--- config.mk ---
export PLATFORM = sky130hd
export DESIGN_NAME = pulse_rate_detector_flat
export DESIGN_NICKNAME = d
export VERILOG_FILES = /design/src/rtl/prd_pkg.sv /design/src/rtl/prd_if.sv /design/src/rtl/prd_div.sv /design/src/rtl/prd_dp.sv /design/src/rtl/prd_ctrl.sv /design/src/rtl/pulse_rate_detector.sv /design/src/flat_wrapper.sv
export SDC_FILE = /design/constraint.sdc
export NUM_CORES = 2
export LEC_CHECK = 0
export BUFFER_PORTS_ARGS = -buffer_cell sky130_fd_sc_hd__clkbuf_2
export CAP_MARGIN = 5
export CORE_ASPECT_RATIO = 1.25
export CORE_MARGIN = 2
export CORE_UTILIZATION = 50
export CTS_BUF_LIST = sky130_fd_sc_hd__clkbuf_8
export CTS_CLUSTER_DIAMETER = 40
export DETAILED_ROUTE_END_ITERATION = 8
export PLACE_DENSITY = 0.65
export SLEW_MARGIN = 10
export SYNTH_ARGS = -nofsm -noshare
export SYNTH_HDL_FRONTEND = slang
export SYNTH_SLANG_ARGS = --single-unit
export TNS_END_PERCENT = 20
--- constraint.sdc ---
create_clock -name clk -period 29.6 [get_ports clk]
set_input_delay 5.92 -clock clk [delete_from_list [all_inputs] [get_ports clk]]
set_output_delay 5.92 -clock clk [all_outputs]
set_load 0.005 [all_outputs]
--- src/rtl/prd_pkg.sv ---
// pulse rate detector package: constants, register indexes, fsm states,
// controller/datapath command and status structs. no dependencies.
`timescale 1ns / 1ps
package prd_pkg;

	localparam int BASELINE_DEPTH_DEF = 50;

	localparam int SAMPLE_W = 12;
	localparam int TIME_W   = 32;
	localparam int RATE_W   = 8;
	localparam int CFG_IDX_W  = 3;
	localparam int CFG_DATA_W = 16;
	localparam int TALLY_W  = 16;
	localparam int DIV_W    = 32;

	localparam logic [15:0] CAL_MS_RST    = 16'd10000;
	localparam logic [11:0] MIN_DEV_RST   = 12'd50;
	localparam logic [11:0] MIN_RANGE_RST = 12'd20;
	localparam logic [7:0]  MIN_RATE_RST  = 8'd40;
	localparam logic [7:0]  MAX_RATE_RST  = 8'd180;
	localparam logic [15:0] WINDOW_MS_RST = 16'd5000;

	localparam logic [11:0] WIN_MIN_INIT = 12'd4000;
	localparam logic [11:0] THR_KNEE     = 12'd40;
	localparam logic [11:0] THR_FLOOR    = 12'd10;
	localparam logic [4:0]  RUN_LIMIT    = 5'd20;
	localparam logic [31:0] MS_PER_MIN   = 32'd60000;
	localparam logic [15:0] MIN_INTERVALS = 16'd4;

	typedef enum logic [CFG_IDX_W-1:0] {
		REG_CAL_MS    = 3'd0,
		REG_MIN_DEV   = 3'd1,
		REG_MIN_RANGE = 3'd2,
		REG_MIN_RATE  = 3'd3,
		REG_MAX_RATE  = 3'd4,
		REG_WINDOW_MS = 3'd5
	} cfg_reg_t;

	typedef enum logic [2:0] {
		ST_IDLE,
		ST_EVAL,
		ST_FILL,
		ST_BASE,
		ST_BEAT,
		ST_AVG,
		ST_CALC,
		ST_FIN
	} state_t;

	typedef struct packed {
		logic load;
		logic eval;
		logic fill;
		logic base;
		logic beat;
		logic avg;
		logic calc;
		logic out_load;
	} cmd_t;

	typedef struct packed {
		logic calibrated;
		logic cal_end;
		logic go_base;
		logic fill_last;
		logic div_done;
		logic win_end;
		logic tally_ok;
		logic avg_nz;
		logic out_busy;
	} sts_t;

	typedef struct packed {
		logic              calibrating;
		logic              finger_present;
		logic              beat;
		logic              window_closed;
		logic [RATE_W-1:0] rate_latest;
		logic [RATE_W-1:0] rate_reported;
	} res_t;

endpackage

--- src/rtl/prd_if.sv ---
// channel interfaces of the pulse rate detector: sample, result, config write.
// depends on prd_pkg.
`timescale 1ns / 1ps
interface prd_smp_if;
	import prd_pkg::*;
	logic                valid;
	logic                ready;
	logic [SAMPLE_W-1:0] sample_mv;
	logic [TIME_W-1:0]   time_ms;
	modport source (output valid, sample_mv, time_ms, input ready);
	modport sink (input valid, sample_mv, time_ms, output ready);
endinterface

interface prd_res_if;
	import prd_pkg::*;
	logic              valid;
	logic              ready;
	logic              calibrating;
	logic              finger_present;
	logic              beat;
	logic              window_closed;
	logic [RATE_W-1:0] rate_latest;
	logic [RATE_W-1:0] rate_reported;
	modport source (output valid, calibrating, finger_present, beat, window_closed,
		rate_latest, rate_reported, input ready);
	modport sink (input valid, calibrating, finger_present, beat, window_closed,
		rate_latest, rate_reported, output ready);
endinterface

interface prd_cfg_if;
	import prd_pkg::*;
	logic                  valid;
	logic                  ready;
	logic [CFG_IDX_W-1:0]  index;
	logic [CFG_DATA_W-1:0] data;
	modport source (output valid, index, data, input ready);
	modport sink (input valid, index, data, output ready);
endinterface

--- src/rtl/prd_div.sv ---
// iterative restoring divider, one quotient bit per cycle.
// depends on prd_pkg.
`timescale 1ns / 1ps
module prd_div (
	input  logic                      clk,
	input  logic                      arst_n,
	input  logic                      start,
	input  logic [prd_pkg::DIV_W-1:0] dividend,
	input  logic [prd_pkg::DIV_W-1:0] divisor,
	output logic                      done,
	output logic [prd_pkg::DIV_W-1:0] quotient
);
	import prd_pkg::*;

	localparam int CNT_W = $clog2(DIV_W + 1);

	logic [DIV_W:0]   rem_q;
	logic [DIV_W-1:0] quo_q;
	logic [DIV_W-1:0] dvs_q;
	logic [CNT_W-1:0] cnt_q;
	logic             busy_q;
	logic             done_q;
	logic [DIV_W:0]   rem_sh;
	logic             take;

	assign rem_sh = {rem_q[DIV_W-1:0], quo_q[DIV_W-1]};
	assign take   = rem_sh >= {1'b0, dvs_q};

	always_ff @(posedge clk or negedge arst_n) begin
		if (!arst_n) begin
			busy_q <= 1'b0;
			done_q <= 1'b0;
			cnt_q  <= '0;
		end else begin
			done_q <= 1'b0;
			if (start) begin
				busy_q <= 1'b1;
				cnt_q  <= CNT_W'(DIV_W);
			end else if (busy_q) begin
				cnt_q <= cnt_q - 1'b1;
				if (cnt_q == CNT_W'(1)) begin
					busy_q <= 1'b0;
					done_q <= 1'b1;
				end
			end
		end
	end

	always_ff @(posedge clk) begin
		if (start) begin
			rem_q <= '0;
			quo_q <= dividend;
			dvs_q <= divisor;
		end else if (busy_q) begin
			rem_q <= take ? rem_sh - {1'b0, dvs_q} : rem_sh;
			quo_q <= {quo_q[DIV_W-2:0], take};
		end
	end

	assign done     = done_q;
	assign quotient = quo_q;
endmodule

--- src/rtl/prd_dp.sv ---
// pulse rate detector datapath: config registers, detector state, baseline
// ring memory, shared divider and result register. depends on prd_pkg, prd_div.
`timescale 1ns / 1ps
module prd_dp #(
	parameter int BASELINE_DEPTH = prd_pkg::BASELINE_DEPTH_DEF
) (
	input  logic                           clk,
	input  logic                           arst_n,
	input  logic                           cfg_we,
	input  logic [prd_pkg::CFG_IDX_W-1:0]  cfg_idx,
	input  logic [prd_pkg::CFG_DATA_W-1:0] cfg_data,
	input  logic [prd_pkg::SAMPLE_W-1:0]   in_sample,
	input  logic [prd_pkg::TIME_W-1:0]     in_time,
	input  logic                           out_ready,
	input  prd_pkg::cmd_t                  cmd,
	output prd_pkg::sts_t                  sts,
	output logic                           out_valid,
	output prd_pkg::res_t                  res
);
	import prd_pkg::*;

	localparam int AW    = $clog2(BASELINE_DEPTH);
	localparam int SUM_W = SAMPLE_W + AW;

	// baseline average by reciprocal multiplication, exact for sums below 2^SUM_W
	localparam int REC_SH = SUM_W + AW;
	localparam int REC_W  = SUM_W + 2;
	localparam int PRD_W  = SUM_W + REC_W;
	localparam logic [REC_W-1:0] REC_M = REC_W'(((64'd1 << REC_SH)
		+ 64'(BASELINE_DEPTH) - 64'd1) / 64'(BASELINE_DEPTH));

	// configuration
	logic [15:0] cal_ms_q, window_ms_q;
	logic [11:0] min_dev_q, min_range_q;
	logic [7:0]  min_rate_q, max_rate_q;

	always_ff @(posedge clk or negedge arst_n) begin
		if (!arst_n) begin
			cal_ms_q    <= CAL_MS_RST;
			min_dev_q   <= MIN_DEV_RST;
			min_range_q <= MIN_RANGE_RST;
			min_rate_q  <= MIN_RATE_RST;
			max_rate_q  <= MAX_RATE_RST;
			window_ms_q <= WINDOW_MS_RST;
		end else if (cfg_we) begin
			case (cfg_reg_t'(cfg_idx))
				REG_CAL_MS:    cal_ms_q    <= cfg_data;
				REG_MIN_DEV:   min_dev_q   <= cfg_data[11:0];
				REG_MIN_RANGE: min_range_q <= cfg_data[11:0];
				REG_MIN_RATE:  min_rate_q  <= cfg_data[7:0];
				REG_MAX_RATE:  max_rate_q  <= cfg_data[7:0];
				REG_WINDOW_MS: window_ms_q <= cfg_data;
				default: ;
			endcase
		end
	end

	// item capture
	logic [SAMPLE_W-1:0] v_q;
	logic [TIME_W-1:0]   t_q;

	always_ff @(posedge clk) begin
		if (cmd.load) begin
			v_q <= in_sample;
			t_q <= in_time;
		end
	end

	// detector state
	logic              calibrated_q, finger_q, above_q;
	logic [31:0]       cal_start_q, last_beat_q, total_q, wb_q;
	logic [11:0]       amb_q, wmin_q, wmax_q, thr_q;
	logic [AW-1:0]     pos_q, fill_q;
	logic [SUM_W-1:0]  sum_q;
	logic [4:0]        run_q;
	logic [TALLY_W-1:0] tally_q;
	logic [RATE_W-1:0] rate_q;
	logic              beat_q, closed_q, rise_q, had_last_q;
	logic [31:0]       iv_q;
	logic [11:0]       rd_q;

	logic [11:0] ring_mem [BASELINE_DEPTH];

	// divider
	logic        div_start, div_done;
	logic [31:0] div_a, div_b, div_quo;

	prd_div u_div (
		.clk      (clk),
		.arst_n   (arst_n),
		.start    (div_start),
		.dividend (div_a),
		.divisor  (div_b),
		.done     (div_done),
		.quotient (div_quo)
	);

	// calibration step
	logic [11:0] amb_eff, amb_n;
	logic [31:0] start_eff;
	logic        cal_end;

	always_comb begin
		amb_eff   = (cal_start_q == '0) ? v_q : amb_q;
		start_eff = (cal_start_q == '0) ? t_q : cal_start_q;
		amb_n     = (v_q < amb_eff) ? v_q : amb_eff;
		cal_end   = (t_q - start_eff) >= {16'd0, cal_ms_q};
	end

	// detection front
	logic [11:0]      dev, nmin, nmax, range, thr_n;
	logic             finger_ok, low_range, run_stop;
	logic [4:0]       run_n;
	logic [SUM_W-1:0] sum_n;
	logic [AW-1:0]    pos_n;

	always_comb begin
		dev       = (v_q >= amb_q) ? v_q - amb_q : amb_q - v_q;
		finger_ok = dev >= min_dev_q;
		sum_n     = sum_q - SUM_W'(rd_q) + SUM_W'(v_q);
		pos_n     = (pos_q == AW'(BASELINE_DEPTH - 1)) ? '0 : pos_q + 1'b1;
		nmin      = (v_q < wmin_q) ? v_q : wmin_q;
		nmax      = (v_q > wmax_q) ? v_q : wmax_q;
		range     = (nmax >= nmin) ? nmax - nmin : '0;
		low_range = range < min_range_q;
		run_n     = run_q + 1'b1;
		run_stop  = low_range && (run_n > RUN_LIMIT);
		thr_n     = (range > THR_KNEE) ? {2'b00, range[11:2]} : THR_FLOOR;
	end

	// baseline from the updated ring sum
	logic [PRD_W-1:0]    base_prod;
	logic [SAMPLE_W-1:0] base_mv;

	assign base_prod = PRD_W'(sum_q) * PRD_W'(REC_M);
	assign base_mv   = base_prod[REC_SH +: SAMPLE_W];

	// crossing and interval checks
	logic        cur;
	logic [7:0]  nz_min, nz_max;
	logic [40:0] p_lo;
	logic [39:0] p_hi;
	logic        iv_ok, beat_n, win_end, tally_ok;
	logic [31:0] total_n;
	logic [TALLY_W-1:0] tally_n;
	logic [RATE_W-1:0]  calc_r;

	always_comb begin
		cur     = {1'b0, v_q} > ({1'b0, base_mv} + {1'b0, thr_q});
		nz_min  = (min_rate_q == '0) ? 8'd1 : min_rate_q;
		nz_max  = (max_rate_q == '0) ? 8'd1 : max_rate_q;
		p_lo    = ({1'b0, iv_q} + 33'd1) * nz_max;
		p_hi    = iv_q * nz_min;
		iv_ok   = (p_lo > 41'(MS_PER_MIN)) && (p_hi <= 40'(MS_PER_MIN));
		beat_n  = rise_q && had_last_q && iv_ok;
		total_n = beat_n ? total_q + iv_q : total_q;
		tally_n = beat_n ? tally_q + 1'b1 : tally_q;
		win_end = (t_q - wb_q) >= {16'd0, window_ms_q};
		tally_ok = tally_n >= MIN_INTERVALS;
		calc_r  = ((div_quo >= {24'd0, min_rate_q}) && (div_quo <= {24'd0, max_rate_q}))
			? div_quo[RATE_W-1:0] : '0;
	end

	logic start_avg, start_calc;

	always_comb begin
		start_avg  = cmd.beat && win_end && tally_ok;
		start_calc = cmd.avg && (div_quo != '0);
		div_start  = start_avg || start_calc;
		if (start_avg) begin
			div_a = total_n;
			div_b = {16'd0, tally_n};
		end else begin
			div_a = MS_PER_MIN;
			div_b = div_quo;
		end
	end

	// ring memory
	logic          ring_we;
	logic [AW-1:0] ring_wa;

	assign ring_we = cmd.fill || (cmd.eval && calibrated_q && finger_ok);
	assign ring_wa = cmd.fill ? fill_q : pos_q;

	always_ff @(posedge clk) begin
		if (ring_we)
			ring_mem[ring_wa] <= v_q;
		rd_q <= ring_mem[pos_q];
	end

	// window close, with the rate to store
	logic             close;
	logic [RATE_W-1:0] close_r;

	always_comb begin
		close   = (cmd.beat && win_end && !tally_ok) || (cmd.avg && div_quo == '0)
			|| cmd.calc;
		close_r = cmd.calc ? calc_r : '0;
	end

	always_ff @(posedge clk or negedge arst_n) begin
		if (!arst_n) begin
			calibrated_q <= 1'b0;
			cal_start_q  <= '0;
			amb_q        <= '0;
			pos_q        <= '0;
			fill_q       <= '0;
			sum_q        <= '0;
			wmin_q       <= WIN_MIN_INIT;
			wmax_q       <= '0;
			run_q        <= '0;
			above_q      <= 1'b0;
			last_beat_q  <= '0;
			total_q      <= '0;
			tally_q      <= '0;
			wb_q         <= '0;
			rate_q       <= '0;
			finger_q     <= 1'b0;
			beat_q       <= 1'b0;
			closed_q     <= 1'b0;
			rise_q       <= 1'b0;
			had_last_q   <= 1'b0;
			thr_q        <= '0;
			iv_q         <= '0;
		end else begin
			if (cmd.load) begin
				beat_q   <= 1'b0;
				closed_q <= 1'b0;
			end
			if (cmd.eval && !calibrated_q) begin
				cal_start_q <= start_eff;
				amb_q       <= amb_n;
				if (cal_end) begin
					calibrated_q <= 1'b1;
					wmin_q       <= v_q;
					wmax_q       <= v_q;
					sum_q        <= SUM_W'(v_q) * SUM_W'(BASELINE_DEPTH);
					fill_q       <= '0;
				end
			end
			if (cmd.eval && calibrated_q) begin
				if (!finger_ok) begin
					finger_q <= 1'b0;
					rate_q   <= '0;
				end else begin
					finger_q <= !run_stop;
					if (wb_q == '0)
						wb_q <= t_q;
					sum_q  <= sum_n;
					pos_q  <= pos_n;
					wmin_q <= nmin;
					wmax_q <= nmax;
					thr_q  <= thr_n;
					if (low_range)
						run_q <= run_stop ? '0 : run_n;
				end
			end
			if (cmd.fill)
				fill_q <= fill_q + 1'b1;
			if (cmd.base) begin
				rise_q     <= cur && !above_q;
				had_last_q <= last_beat_q != '0;
				iv_q       <= t_q - last_beat_q;
				above_q    <= cur;
				if (cur && !above_q)
					last_beat_q <= t_q;
			end
			if (cmd.beat) begin
				beat_q  <= beat_n;
				total_q <= total_n;
				tally_q <= tally_n;
			end
			if (close) begin
				rate_q   <= close_r;
				total_q  <= '0;
				tally_q  <= '0;
				wb_q     <= t_q;
				wmin_q   <= WIN_MIN_INIT;
				wmax_q   <= '0;
				closed_q <= 1'b1;
			end
		end
	end

	// result register
	logic out_valid_q;
	res_t res_q;

	always_ff @(posedge clk or negedge arst_n) begin
		if (!arst_n) begin
			out_valid_q <= 1'b0;
		end else if (cmd.out_load) begin
			out_valid_q <= 1'b1;
		end else if (out_ready) begin
			out_valid_q <= 1'b0;
		end
	end

	always_ff @(posedge clk) begin
		if (cmd.out_load) begin
			res_q.calibrating    <= !calibrated_q;
			res_q.finger_present <= finger_q;
			res_q.beat           <= beat_q;
			res_q.window_closed  <= closed_q;
			res_q.rate_latest    <= rate_q;
			res_q.rate_reported  <= ((t_q - wb_q) > {15'd0, window_ms_q, 1'b0}) ? '0 : rate_q;
		end
	end

	assign out_valid = out_valid_q;
	assign res       = res_q;

	always_comb begin
		sts.calibrated = calibrated_q;
		sts.cal_end    = cal_end;
		sts.go_base    = finger_ok && !run_stop;
		sts.fill_last  = fill_q == AW'(BASELINE_DEPTH - 1);
		sts.div_done   = div_done;
		sts.win_end    = win_end;
		sts.tally_ok   = tally_ok;
		sts.avg_nz     = div_quo != '0;
		sts.out_busy   = out_valid_q && !out_ready;
	end
endmodule

--- src/rtl/prd_ctrl.sv ---
// pulse rate detector controller: sequences one item through the datapath.
// depends on prd_pkg.
`timescale 1ns / 1ps
module prd_ctrl (
	input  logic          clk,
	input  logic          arst_n,
	input  logic          in_valid,
	output logic          in_ready,
	input  prd_pkg::sts_t sts,
	output prd_pkg::cmd_t cmd
);
	import prd_pkg::*;

	state_t state_q, state_n;

	always_ff @(posedge clk or negedge arst_n) begin
		if (!arst_n)
			state_q <= ST_IDLE;
		else
			state_q <= state_n;
	end

	always_comb begin
		state_n = state_q;
		case (state_q)
			ST_IDLE: if (in_valid) state_n = ST_EVAL;
			ST_EVAL: begin
				if (!sts.calibrated)
					state_n = sts.cal_end ? ST_FILL : ST_FIN;
				else
					state_n = sts.go_base ? ST_BASE : ST_FIN;
			end
			ST_FILL: if (sts.fill_last) state_n = ST_FIN;
			ST_BASE: state_n = ST_BEAT;
			ST_BEAT: state_n = (sts.win_end && sts.tally_ok) ? ST_AVG : ST_FIN;
			ST_AVG: if (sts.div_done) state_n = sts.avg_nz ? ST_CALC : ST_FIN;
			ST_CALC: if (sts.div_done) state_n = ST_FIN;
			ST_FIN: if (!sts.out_busy) state_n = ST_IDLE;
			default: state_n = ST_IDLE;
		endcase
	end

	always_comb begin
		cmd      = '0;
		in_ready = 1'b0;
		case (state_q)
			ST_IDLE: begin
				in_ready = 1'b1;
				cmd.load = in_valid;
			end
			ST_EVAL: cmd.eval = 1'b1;
			ST_FILL: cmd.fill = 1'b1;
			ST_BASE: cmd.base = 1'b1;
			ST_BEAT: cmd.beat = 1'b1;
			ST_AVG:  cmd.avg  = sts.div_done;
			ST_CALC: cmd.calc = sts.div_done;
			ST_FIN:  cmd.out_load = !sts.out_busy;
			default: ;
		endcase
	end
endmodule

--- src/rtl/pulse_rate_detector.sv ---
// pulse rate detector top level: channel wiring of controller and datapath.
// depends on prd_pkg, prd_if, prd_ctrl, prd_dp.
//
// usage: samples (sample_mv, time_ms) enter on smp, one result item per
// sample leaves on res, register writes come in on cfg (always ready, index
// beyond the register list ignored). write registers only while idle.
// smp is ready in the idle state; an accepted item then passes through these states:
//   calibration sample, no finger or low-range stop: eval and fin, plus
//   a fill sweep on the sample that ends calibration (the baseline
//   ring is swept, one entry a cycle, over all BASELINE_DEPTH entries)
//   detection: eval, base, beat and fin; a window close with four or more intervals
//   adds the average interval division, and then the rate division
//   when that average is nonzero
// res turns valid in the cycle right after fin loads the result, the same cycle in
// which the next sample can be accepted.
// the result register lets the next sample be taken while a result waits;
// if res stalls, the following item halts before its own result is written.
// reset clears all detector state and loads the register defaults; the
// baseline ring needs no clearing since it is filled before first use.
`timescale 1ns / 1ps
module pulse_rate_detector #(
	parameter int BASELINE_DEPTH = prd_pkg::BASELINE_DEPTH_DEF
) (
	input  logic      clk,
	input  logic      arst_n,
	prd_smp_if.sink   smp,
	prd_res_if.source res,
	prd_cfg_if.sink   cfg
);
	import prd_pkg::*;

	cmd_t cmd;
	sts_t sts;
	res_t res_d;

	assign cfg.ready = 1'b1;

	prd_ctrl u_ctrl (
		.clk      (clk),
		.arst_n   (arst_n),
		.in_valid (smp.valid),
		.in_ready (smp.ready),
		.sts      (sts),
		.cmd      (cmd)
	);

	prd_dp #(
		.BASELINE_DEPTH (BASELINE_DEPTH)
	) u_dp (
		.clk       (clk),
		.arst_n    (arst_n),
		.cfg_we    (cfg.valid),
		.cfg_idx   (cfg.index),
		.cfg_data  (cfg.data),
		.in_sample (smp.sample_mv),
		.in_time   (smp.time_ms),
		.out_ready (res.ready),
		.cmd       (cmd),
		.sts       (sts),
		.out_valid (res.valid),
		.res       (res_d)
	);

	assign res.calibrating    = res_d.calibrating;
	assign res.finger_present = res_d.finger_present;
	assign res.beat           = res_d.beat;
	assign res.window_closed  = res_d.window_closed;
	assign res.rate_latest    = res_d.rate_latest;
	assign res.rate_reported  = res_d.rate_reported;
endmodule
--- src/flat_wrapper.sv ---
// flat-port wrapper written by rule: the top's interface ports become plain ports
module pulse_rate_detector_flat import prd_pkg::*;
#(
	parameter int BASELINE_DEPTH = prd_pkg::BASELINE_DEPTH_DEF
)
  (clk, arst_n, smp_valid, smp_sample_mv, smp_time_ms, smp_ready, res_valid, res_calibrating, res_finger_present, res_beat, res_window_closed, res_rate_latest, res_rate_reported, res_ready, cfg_valid, cfg_index, cfg_data, cfg_ready);
  prd_smp_if smp_i ();
  prd_res_if res_i ();
  prd_cfg_if cfg_i ();
  input  logic clk;
  input  logic arst_n;
  input wire logic [$bits(smp_i.valid)-1:0] smp_valid;
  input wire logic [$bits(smp_i.sample_mv)-1:0] smp_sample_mv;
  input wire logic [$bits(smp_i.time_ms)-1:0] smp_time_ms;
  output wire logic [$bits(smp_i.ready)-1:0] smp_ready;
  output wire logic [$bits(res_i.valid)-1:0] res_valid;
  output wire logic [$bits(res_i.calibrating)-1:0] res_calibrating;
  output wire logic [$bits(res_i.finger_present)-1:0] res_finger_present;
  output wire logic [$bits(res_i.beat)-1:0] res_beat;
  output wire logic [$bits(res_i.window_closed)-1:0] res_window_closed;
  output wire logic [$bits(res_i.rate_latest)-1:0] res_rate_latest;
  output wire logic [$bits(res_i.rate_reported)-1:0] res_rate_reported;
  input wire logic [$bits(res_i.ready)-1:0] res_ready;
  input wire logic [$bits(cfg_i.valid)-1:0] cfg_valid;
  input wire logic [$bits(cfg_i.index)-1:0] cfg_index;
  input wire logic [$bits(cfg_i.data)-1:0] cfg_data;
  output wire logic [$bits(cfg_i.ready)-1:0] cfg_ready;
  assign smp_i.valid = smp_valid;
  assign smp_i.sample_mv = smp_sample_mv;
  assign smp_i.time_ms = smp_time_ms;
  assign smp_ready = smp_i.ready;
  assign res_valid = res_i.valid;
  assign res_calibrating = res_i.calibrating;
  assign res_finger_present = res_i.finger_present;
  assign res_beat = res_i.beat;
  assign res_window_closed = res_i.window_closed;
  assign res_rate_latest = res_i.rate_latest;
  assign res_rate_reported = res_i.rate_reported;
  assign res_i.ready = res_ready;
  assign cfg_i.valid = cfg_valid;
  assign cfg_i.index = cfg_index;
  assign cfg_i.data = cfg_data;
  assign cfg_ready = cfg_i.ready;
  pulse_rate_detector #(.BASELINE_DEPTH(BASELINE_DEPTH)) u_core (.clk(clk), .arst_n(arst_n), .smp(smp_i), .res(res_i), .cfg(cfg_i));
endmodule
==> report_table.html <==
<table>
<tr><th>Metric</th><th>Value</th></tr>
<tr><th colspan="2">STA</th></tr>
<tr><td>Headroom to the max-slew limit</td><td>16.2%</td></tr>
<tr><td>Endpoints failing hold</td><td>0</td></tr>
<tr><td>Peak clock frequency supported by timing</td><td>a little under 80 MHz</td></tr>
<tr><td>Worst Max-Slew Pin Slew</td><td>1.25 ns</td></tr>
<tr><td>Setup repair after global routing missed its margin</td><td>no</td></tr>
<tr><td>Sum of negative setup slack</td><td>0 ns</td></tr>
<tr><td>Count of final max-slew check failures</td><td>0</td></tr>
<tr><td>Crit share post-route</td><td>a little over two fifths</td></tr>
<tr><td>Count of endpoints failing setup in the final report</td><td>0</td></tr>
<tr><td>Final Critical Period</td><td>between 10 and 15 ns</td></tr>
<tr><td>Final worst slack</td><td>16.61 ns</td></tr>
<tr><td>Post-Route Skew</td><td>between 0.06 and 0.07 ns</td></tr>
<tr><th colspan="2">Placed design</th></tr>
<tr><td>GP Congestion</td><td>roughly 0.99</td></tr>
<tr><td>Buffers on Ports</td><td>89</td></tr>
<tr><td>Detailed placement HPWL</td><td>173000 µm</td></tr>
<tr><td>Post-placement worst setup slack</td><td>around 17 ns</td></tr>
<tr><th colspan="2">Clocking</th></tr>
<tr><td>Clock transition at path regs</td><td>0.06 ns</td></tr>
<tr><td>Number of buffers created by CTS</td><td>192</td></tr>
<tr><td>Clock Latency Late Sink</td><td>0.97 ns</td></tr>
<tr><td>TritonCTS clock tree</td><td>built</td></tr>
<tr><td>Deepest level of the CTS H-tree</td><td>4</td></tr>
<tr><td>Resized cells post-CTS</td><td>0</td></tr>
<tr><td>Root buf cell</td><td>clkbuf_8</td></tr>
<tr><td>Number of hold buffers added after CTS</td><td>0</td></tr>
<tr><td>Maximum clock insertion buffer count</td><td>3</td></tr>
<tr><td>Buffers inserted by post-CTS timing repair</td><td>0</td></tr>
<tr><td>Clock tree sinks</td><td>between 1k and 1.5k</td></tr>
<tr><th colspan="2">Final layout</th></tr>
<tr><td>Layout cells sized above 1</td><td>between 10% and 20%</td></tr>
<tr><td>Fill cell count</td><td>between 10k and 15k</td></tr>
<tr><td>Final net count</td><td>8908</td></tr>
<tr><td>Synth-to-Final Area Change</td><td>8.69%</td></tr>
<tr><th colspan="2">Worst setup path</th></tr>
<tr><td>Count of buffer and inverter cells on the critical path</td><td>3</td></tr>
<tr><td>Max FO, Critical Path</td><td>between 60 and 70</td></tr>
<tr><td>Worst setup path category</td><td>register to register</td></tr>
<tr><td>Capturing point of the worst reg2reg path</td><td>u_core.u_dp.u_div.dvs_q[14]</td></tr>
<tr><td>Worst flop-to-flop path startpoint</td><td>u_core.u_dp.iv_q[4]</td></tr>
<tr><td>Slowest library cell on the worst path</td><td>buf_4</td></tr>
<tr><td>Instance count on the critical path</td><td>32</td></tr>
<tr><td>Cell occurring most often along the worst timing path</td><td>fa_1</td></tr>
<tr><td>Top cell family by delay on the critical path</td><td>simple AND/OR/NAND/NOR gates</td></tr>
<tr><td>Worst reg-to-reg setup slack</td><td>around 17 ns</td></tr>
<tr><td>Data required time of the worst path</td><td>around 30 ns</td></tr>
<tr><td>Critical path endpoint category</td><td>register</td></tr>
<tr><td>Logic depth of the worst register-to-register path</td><td>32</td></tr>
<tr><td>Startpoint class of the critical path</td><td>register</td></tr>
<tr><td>Critical path arrival</td><td>around 14 ns</td></tr>
<tr><td>CP Capture Point</td><td>u_core.u_dp.u_div.dvs_q[14]</td></tr>
<tr><td>First element of the critical path</td><td>u_core.u_dp.iv_q[4]</td></tr>
<tr><td>Delay contributed by the slowest stage of the critical path</td><td>around 0.93 ns</td></tr>
<tr><th colspan="2">GRT</th></tr>
<tr><td>Total congestion overflow after global routing</td><td>0</td></tr>
<tr><td>Vias in the first global route</td><td>between 50k and 60k</td></tr>
<tr><td>Global routing usage summed across all routing layers</td><td>about 27%</td></tr>
<tr><td>Pin count of the biggest net entering global routing</td><td>about 150</td></tr>
<tr><td>Initial antenna violation count</td><td>14</td></tr>
<tr><td>First-pass GRT wire length</td><td>roughly 350000 µm</td></tr>
<tr><th colspan="2">Synthesis</th></tr>
<tr><td>Fraction of registers with async set/reset</td><td>a little under a third</td></tr>
<tr><td>Mapped Nets</td><td>~8.8k</td></tr>
<tr><td>Count of flip-flops with a built-in enable after synthesis</td><td>728</td></tr>
<tr><td>Sequential share of the synthesized area</td><td>a little under two fifths</td></tr>
<tr><td>Count of state elements after synthesis</td><td>1128</td></tr>
<tr><td>Synthesized cell area</td><td>just over 0.08 mm²</td></tr>
<tr><td>Count of different cell masters after synthesis</td><td>around 110</td></tr>
<tr><td>Dominant cell type by area after synthesis</td><td>edfxtp_1</td></tr>
<tr><td>Yosys warns</td><td>0</td></tr>
<tr><td>Commonest cells in the netlist</td><td>858 x inv_1, 728 x edfxtp_1, 672 x ha_1, 583 x nor2_1, 567 x nand2_1</td></tr>
<tr><td>Share of Yosys cell area claimed by the top area cell type</td><td>a little over a quarter</td></tr>
<tr><td>Dominant register cell in the synthesized netlist</td><td>edfxtp_1</td></tr>
<tr><td>Most frequently used cell type in the post-synthesis netlist</td><td>inv_1</td></tr>
<tr><td>Mean Syn Cell Area</td><td>around 11 µm²</td></tr>
<tr><td>Synthesized netlist cell count</td><td>between 7k and 8k</td></tr>
<tr><td>Leading cell types by total area after synthesis</td><td>edfxtp_1 26%, fa_1 12%, ha_1 10%</td></tr>
<tr><th colspan="2">Routing</th></tr>
<tr><td>Router iterations before antenna repair</td><td>8</td></tr>
<tr><td>Violation count after the first detailed-route iteration</td><td>just over 4k</td></tr>
<tr><td>ANT nets after route</td><td>0</td></tr>
<tr><td>Wire length on met1</td><td>roughly 89000 µm</td></tr>
<tr><td>Wire length after detailed routing</td><td>between 200000 and 250000 µm</td></tr>
<tr><td>Top routing layer used</td><td>met5</td></tr>
<tr><td>Detail Route met3 WL</td><td>roughly 11000 µm</td></tr>
<tr><td>Via density per instance</td><td>slightly below 6</td></tr>
<tr><td>Residual DRC count</td><td>1</td></tr>
<tr><td>Length of routed met2 wiring</td><td>116000 µm</td></tr>
<tr><td>Detailed-route via count</td><td>~58k</td></tr>
<tr><td>Avg WL per Cell</td><td>around 23 µm</td></tr>
<tr><th colspan="2">Run status</th></tr>
<tr><td>Violated checks</td><td>DRC</td></tr>
<tr><td>Result of the run</td><td>finished, violations left</td></tr>
<tr><th colspan="2">Floorplan</th></tr>
<tr><td>Total I/O pin count</td><td>91</td></tr>
<tr><td># rows</td><td>roughly 170</td></tr>
<tr><td>Vert. Die Dim</td><td>about 460 µm</td></tr>
<tr><td>Starting utilization of the core area</td><td>50.2%</td></tr>
<tr><td>Die area</td><td>roughly 0.17 mm²</td></tr>
<tr><td>Floorplan die width</td><td>roughly 370 µm</td></tr>
<tr><td>Standard cell core area</td><td>around 0.17 mm²</td></tr>
<tr><th colspan="2">Flow run</th></tr>
<tr><td>Maxcap violations</td><td>0</td></tr>
<tr><th colspan="2">Min path</th></tr>
<tr><td>Worst Hold Depth</td><td>0</td></tr>
<tr><td>Min-Delay Startpoint</td><td>u_core.u_dp.rate_q[7]</td></tr>
<tr><td>Classification of the worst-slack hold path</td><td>register to register</td></tr>
</table>
-- worst register-to-register path: cells and delay by family (launching register included) --
family | cells | cell delay [ns]
compound gates | 8 | 2.02
buf+inv | 3 | 1.44
mux | 1 | 0.45
fa+ha+maj | 5 | 2.50
flops | 1 | 0.60
xor+xnor | 1 | 0.55
simple gates | 14 | 5.19
-- cell families (layout without fill, tap and decap cells) --
family          Yosys count  count (layout)  share of synthesized area [%]
xor+xnor                296             296                           3.13
other cells               1               3                        0.00453
simple gates           2058            2058                           12.0
fa+ha+maj              1184            1184                           22.5
flops                  1128            1128                           38.2
buf+inv                1167            1433                           5.44
compound gates         1247            1247                           9.85
mux                     476             476                           8.85
-- through the flow --
stage	utilization, %	hold slack, ns	instances	area (µm²)
5_1_grt	54.5	0.456	10000	90000
2_1_floorplan	-	0.425	7557	82800
4_1_cts	54.5	0.446	10000	90000
3_3_place_gp	52.0	0.430	9660	85800
6_report	54.5	0.445	10000	90000
3_5_place_dp	52.0	0.431	9660	85800
-- cell usage in the layout (no fill, tap or decap), types with 119 or more instances in the layout --
cell,instances
fa_1,511
dfrtp_1,324
xnor2_1,179
inv_1,916
o21ai_0,278
nand2_1,567
a21o_1,126
mux4_2,192
clkbuf_8,204
nor2_1,579
and2_1,210
a21oi_1,404
buf_4,119
mux2i_1,155
edfxtp_1,728
ha_1,672
-- worst min path at each step --
| stage | to | slack, ns |
|---|---|---|
| 6_report | u_core.u_dp.res[15] | 0.45 |
| 3_3_place_gp | u_core.u_dp.res[8] | 0.43 |
| 2_1_floorplan | u_core.u_dp.res[17] | 0.42 |
| 4_1_cts | u_core.u_dp.res[15] | 0.45 |
| 5_1_grt | u_core.u_dp.res[15] | 0.46 |
| 3_5_place_dp | u_core.u_dp.res[15] | 0.43 |
-- metal layers --
layer,track usage [%],vias up
met3,4.20,487
li1,-,26700
met5,0,-
met1,32.5,29100
met4,13.2,18
met2,47.9,1606
-- cell type report --
class | count | area (µm²) | area share, %
sequential | 1128 | 31700 | 35.2
timing repair buffer | 209 | 1370 | 1.52
multi-input combinational | 5262 | 46700 | 51.9
clock inverter | 156 | 1450 | 1.61
tap | 2197 | 2750 | 3.05
inverter | 864 | 3240 | 3.60
antenna | 2 | 5.00 | 0.00556
clock buffer | 204 | 2810 | 3.12
-- state kept, by name, indices dropped and copies added (netlist names), 32 cells and up --
signal                      cells
u_core.u_dp.u_div.rem_q        32
u_core.u_dp.u_div.quotient     32
u_core.u_dp.iv_q               32
u_core.u_dp.wb_q               32
u_core.u_dp.total_q            32
u_core.u_dp.ring_mem          600
u_core.u_dp.t_q                32
u_core.u_dp.cal_start_q        32
u_core.u_dp.last_beat_q        32
u_core.u_dp.u_div.dvs_q        32
Power is not shown: default switching activity piles up to over one toggle a cycle in this logic, so the estimate is an artifact.
